$ cat config.mk
export PLATFORM = sky130hd
export DESIGN_NAME = plsu_cell
export DESIGN_NICKNAME = d
export VERILOG_FILES = /design/src/rtl/core/plsu_pkg.sv /design/src/rtl/core/plsu_cell.sv
export SDC_FILE = /design/constraint.sdc
export NUM_CORES = 1
export LEC_CHECK = 0
export BUFFER_PORTS_ARGS = -buffer_cell sky130_fd_sc_hd__buf_2
export CAP_MARGIN = 20
export CORE_MARGIN = 2
export CORE_UTILIZATION = 40
export DETAILED_ROUTE_END_ITERATION = 16
export PLACE_DENSITY = 0.86
export SLEW_MARGIN = 0
export SYNTH_ARGS = -nofsm -noshare
export SYNTH_HDL_FRONTEND = slang
export SYNTH_SLANG_ARGS = --single-unit
$ cat constraint.sdc
create_clock -name clock -period 3.7 [get_ports clock]
set_clock_uncertainty 0.2 [all_clocks]
set_input_delay 0 -clock clock [delete_from_list [all_inputs] [get_ports clock]]
set_output_delay 0 -clock clock [all_outputs]
set_load 0.01 [all_outputs]
$ cat src/rtl/core/plsu_pkg.sv
// ============================================================================
// plsu_pkg
// Shared types and constants of the positional list store unit.
// ============================================================================
package plsu_pkg;

   // Sizes of the defaults and of the fixed item fields
   localparam int CAPACITY_DEFAULT   = 64;
   localparam int DATA_WIDTH_DEFAULT = 32;
   localparam int MODE_W             = 3;
   localparam int POS_W              = 7;
   localparam int ENTRY_W            = 32;
   localparam int COUNT_OUT_W        = 7;
   localparam int MAX_ENTRIES_W      = 7;

   // Leaves per group of the read-out tree
   localparam int GROUP_SIZE = 32;

   // max_entries after reset
   localparam logic [MAX_ENTRIES_W-1:0] MAX_ENTRIES_RESET = 7'd64;

   // Operation codes carried in the request's tuser
   localparam logic [MODE_W-1:0] MODE_INSERT  = 3'd0;
   localparam logic [MODE_W-1:0] MODE_REMOVE  = 3'd1;
   localparam logic [MODE_W-1:0] MODE_READ    = 3'd2;
   localparam logic [MODE_W-1:0] MODE_REPLACE = 3'd3;
   localparam logic [MODE_W-1:0] MODE_CLEAR   = 3'd4;

   // Command broadcast to every cell of the chain
   typedef struct packed {
      logic do_insert;   // cells above the position take the left neighbor
      logic do_remove;   // cells at or above the position take the right neighbor
      logic do_write;    // cell at the position takes the new word
   } cell_cmd_type;

   // Sequencer states
   typedef enum logic [1:0] {
      ST_IDLE   = 2'b01,
      ST_GATHER = 2'b10
   } state_type;

endpackage

$ cat src/rtl/core/plsu_cell.sv
// ============================================================================
// plsu_cell
// One list entry; shifts with its neighbors on insert and remove.
// ============================================================================
module plsu_cell #(
   parameter int DATA_WIDTH = plsu_pkg::DATA_WIDTH_DEFAULT,
   parameter int IDX_W      = 8,
   parameter int CELL_INDEX = 0
) (
   input  logic                   clock,
   input  plsu_pkg::cell_cmd_type cmd,
   input  logic [IDX_W-1:0]       idx,
   input  logic [DATA_WIDTH-1:0]  word,
   input  logic [DATA_WIDTH-1:0]  left_data,
   input  logic [DATA_WIDTH-1:0]  right_data,
   output logic [DATA_WIDTH-1:0]  data
);

   localparam logic [IDX_W-1:0] MY_IDX = IDX_W'(CELL_INDEX);

   logic [DATA_WIDTH-1:0] data_ff;
   logic [DATA_WIDTH-1:0] data_in;

   // next entry value
   always_comb begin
      data_in = data_ff;
      if (cmd.do_insert && (MY_IDX > idx)) begin
         data_in = left_data;
      end else if (cmd.do_remove && (MY_IDX >= idx)) begin
         data_in = right_data;
      end
      if ((cmd.do_insert || cmd.do_write) && (MY_IDX == idx)) begin
         data_in = word;
      end
   end

   always_ff @(posedge clock) begin
      data_ff <= data_in;
   end

   assign data = data_ff;

endmodule

== Word level (Yosys, flattened, before mapping) ==
Cells that the tools add are included.
Storage, ports and cells
  flip-flop bits (word level): 32
  input bits: 108
  output and inout port bits: 32
  logic and storage cells: 12
Operators by class
  magnitude comparators: 2
  muxes and demuxes: 3
  reductions and logical operators: 6
Operator list (number)
  $mux W32: 3
  $ge A1 B8 Y1 const A: 1
  $gt A1 B8 Y1 const A: 1
  $logic_not A8 Y1: 1
  $logic_and A1 B1 Y1: 3
  $reduce_bool A3 Y1: 1
  $logic_or A1 B1 Y1: 1

== Longest topological paths before layout ==
  word-level depth: 5
  mapped depth: 4
  depth with buffers taken out: 3

== Worst setup path after synthesis ==
Ideal clock, no wire load.
  kind: input to register
  from: input port idx[5]
  to: register data_ff[0], in the netlist data[0], enable pin
  setup time: 0.393 ns
  arrival: 1.194 ns
  data required time: 3.107 ns
  setup slack: 1.914 ns
  stages on the path: 2
  buffers on the path: 0
  cells stage by stage: nor4_4 -> o311a_1
Between the ends
  word-level cells in the longest chain between the ends: 3
  elaborated cells between the ends (all ways): 7
  those cells by class: order compare (2); reduce/logical (5)
Ends and longest elaborated chain
  start, declared: line plsu_cell.sv:12  | input logic [IDX_W-1:0] idx,
  $gt A1 B8 Y1 (tied with other cells): line plsu_cell.sv:27  | if (cmd.do_insert && (MY_IDX > idx)) begin
  $logic_and A1 B1 Y1 (on tied branches): line plsu_cell.sv:27, plsu_cell.sv:29, plsu_cell.sv:32
  $reduce_bool A3 Y1 (no source line) (*)
  end signal, assigned: line plsu_cell.sv:38  | data_ff <= data_in;
  end, declared: line plsu_cell.sv:21  | logic [DATA_WIDTH-1:0] data_ff;
Mark *: on every way between the ends. The rest lies on a longest branch, timed or not.
A chain may end at the register's enable or synchronous reset.

== Worst setup path in the final report ==
  from: input port cmd[0] in the netlist's numbering
  to: register data_ff[15], in the netlist data[15], data pin
Between the ends
  word-level cells in the longest chain between the ends: 3
Ends and longest elaborated chain
  start, declared: line plsu_cell.sv:11  | input plsu_pkg::cell_cmd_type cmd,
  $logic_or A1 B1 Y1: line plsu_cell.sv:32  | if ((cmd.do_insert || cmd.do_write) && (MY_IDX == idx)) begin
  $logic_and A1 B1 Y1: line plsu_cell.sv:32
  $mux W32: line plsu_cell.sv:32
  net data_in[15]: line plsu_cell.sv:22  | logic [DATA_WIDTH-1:0] data_in;
The timed path passes the listed nets, and every way through them passes these cells.

==> metrics.cfg <==
[run_status]
status = finished, final reports clean

[detailed_routing]
wl_per_cell_um = 15.2
vias_per_cell = 4.65
drtIter0Drc = 41
vias = 1380
ant_nets = 0
finalWirelength_um = 4510
firstDrtPassIters = 4
drcViolationCount = 0

[sta]
setup_violations = 0
fmaxAchievable_mhz = 441
tightest_slew_ns = 0.746
period_needed_ns = 2.27
hold_violations = 0
min_period_over_period = 0.613
rsz0062_at_grt = no
maxSlewHeadroom = 0.500
fin_tns_setup_ns = 0
drv_slew = 0
setup_ws_ns = 1.43

[power]
seqPwrFrac = 0.516
leakage_nw = 1.33
power.switching_w = 0.000149
combinationalPowerShare = 0.170
power.share.clock = 0.314
internal-power_w = 0.000628
power.density_nw_per_um2 = 274
peakVddDrop_mv = 0.191
power_switching_share = 0.191

[setup_path]
cp.required_ns = 3.52
crit_type = primary input to register
endpoint_kind = register
start_kind = primary input
cp_max_fo = 17
crit_arrival_ns = 2.09

[global_route]
track_usage = 0.218
use_met1 = 0.186
grtUsageMet2 = 0.417
busiest_layer = met2
grt_pass1_vias = 1500
grt_overflow = 0
antenna_found_initial = 0
use_met3 = 0.0801
grt_max_degree = 33
grt_pass1_wl_um = 6640

[synthesis]
synth_warnings = 0
synth_area_sq_um = 1530
syn-num-nets = 179
netlist_instances = 71
ys_ff_latch = 32
yosysSeqAreaShare = 0.627
syn_area_per_cell_sq_um = 21.6
synth_cell_types = 7

[clock_tree]
cts_sinks = 32
clk_path_buf_depth = 2
root_buffer = clkbuf_8
numCtsBuffers = 5
clk_pin_slew_ns = 0.06
h-tree-depth = 2
postCtsSetupRepairBufs = 0
cts_tree = done

[final_layout]
diodes = 0
syn2layout_area_growth_pct = 85.2
nets = 356
instances_no_fill = 297
fin_area_sq_um = 2840
drive_above_1_share = 0.590
largest_reg_flops = 32

[die]
initial_core_util = 0.419
die_area_sq_um = 4340
io_pins = 140
num_rows = 22
die_h_um = 65.9
core_sq_um = 3660
die_x_um = 65.9

[place]
place_ws_ns = 1.71
portBuffers = 107
place_congestion = 0.668
place_inst = 225
postPlaceCellArea_sq_um = 2120

[worst_hold_path]
hp-class = primary input to register
hold_depth = 4

[flow_run]
cap_violations = 0

## final cells by class
class | instances | area [sq um]
multi-input cells | 36 | 547
fillers | 224 | 822
well taps | 48 | 60.1
repair buffers | 173 | 1190
clock buffers | 7 | 76.3
clock inverters | 1 | 3.75
flip-flops and latches | 32 | 961
## synth_stat cells
| cell | n | area (sq um) |
|---|---|---|
| buf_6 | 3 | 33.8 |
| mux2_1 | 2 | 22.5 |
| nor4_4 | 2 | 42.5 |
| o311a_1 | 1 | 10.0 |
| o211ai_2 | 1 | 12.5 |
| edfxtp_1 | 32 | 961 |
| mux2_4 | 30 | 450 |
## routing by layer
layer,share of wire,wire length (um)
met4,0.041,186
met2,0.54,2410
met3,0.090,404
met5,0,0
met1,0.33,1500
## worst max-delay path, cell delays in order
cell and delay, ns:
buf_2 0.12, o211ai_4 0.62, buf_4 0.44, mux2_4 0.34, dlygate4sd3_1 0.57
## cell usage in the layout (no fill, tap or decap)
cell / Yosys / layout
buf_2: 0 / 107
buf_4: 0 / 2
clkbuf_1: 0 / 2
clkbuf_8: 0 / 5
clkinv_1: 0 / 1
dlygate4sd3_1: 0 / 64
edfxtp_1: 32 / 32
mux2_1: 2 / 2
mux2_4: 30 / 30
nor4_4: 2 / 2
o211ai_4: 0 / 1
o311a_1: 1 / 1
## path summary, 6_finish.rpt
path	from	end	slack, ns
hold / removal	idx[1]	data[8]	0.24
setup / recovery	cmd[0]	data[15]	1.43
## what timing repair did
action	4_1_cts	5_1_grt
hold endpoints to repair	32	0
endpoints found under the setup margin	0	0
hold buffers	64	0
resized for setup	0	0
## metrics by stage
| stage | power [W] | hold slack [ns] | utilization |
|---|---|---|---|
| global route | 0.000808 | 0.264 | 0.775 |
| global placement | 0.000480 | 0.0821 | 0.579 |
| detailed placement | 0.000484 | 0.0860 | 0.579 |
| CTS | 0.000776 | 0.243 | 0.775 |
| floorplan | 0.000437 | 0.000909 | - |
| finish | 0.000777 | 0.235 | 0.775 |
## power by group through the flow
stage	combinational, W	sequential (W)	clock [W]
3_3_place_gp	0.0000719	0.000408	0
4_1_cts	0.000127	0.000400	0.000249
6_report	0.000132	0.000400	0.000244
5_1_grt	0.000141	0.000400	0.000266
3_5_place_dp	0.0000755	0.000408	0
2_1_floorplan	0.0000282	0.000409	0
## kinds of logic (layout without fill, tap and decap cells)
kind of cell / Yosys count / after routing / share of synthesized area
multiplexers: 32 / 32 / 0.309
AND/OR/NAND/NOR: 2 / 2 / 0.0278
flip-flops: 32 / 32 / 0.627
AO/OA/AOI/OAI: 2 / 2 / 0.0147
buffers and inverters: 3 / 181 / 0.0220
Note: power is estimated with default switching activity, not from simulation.
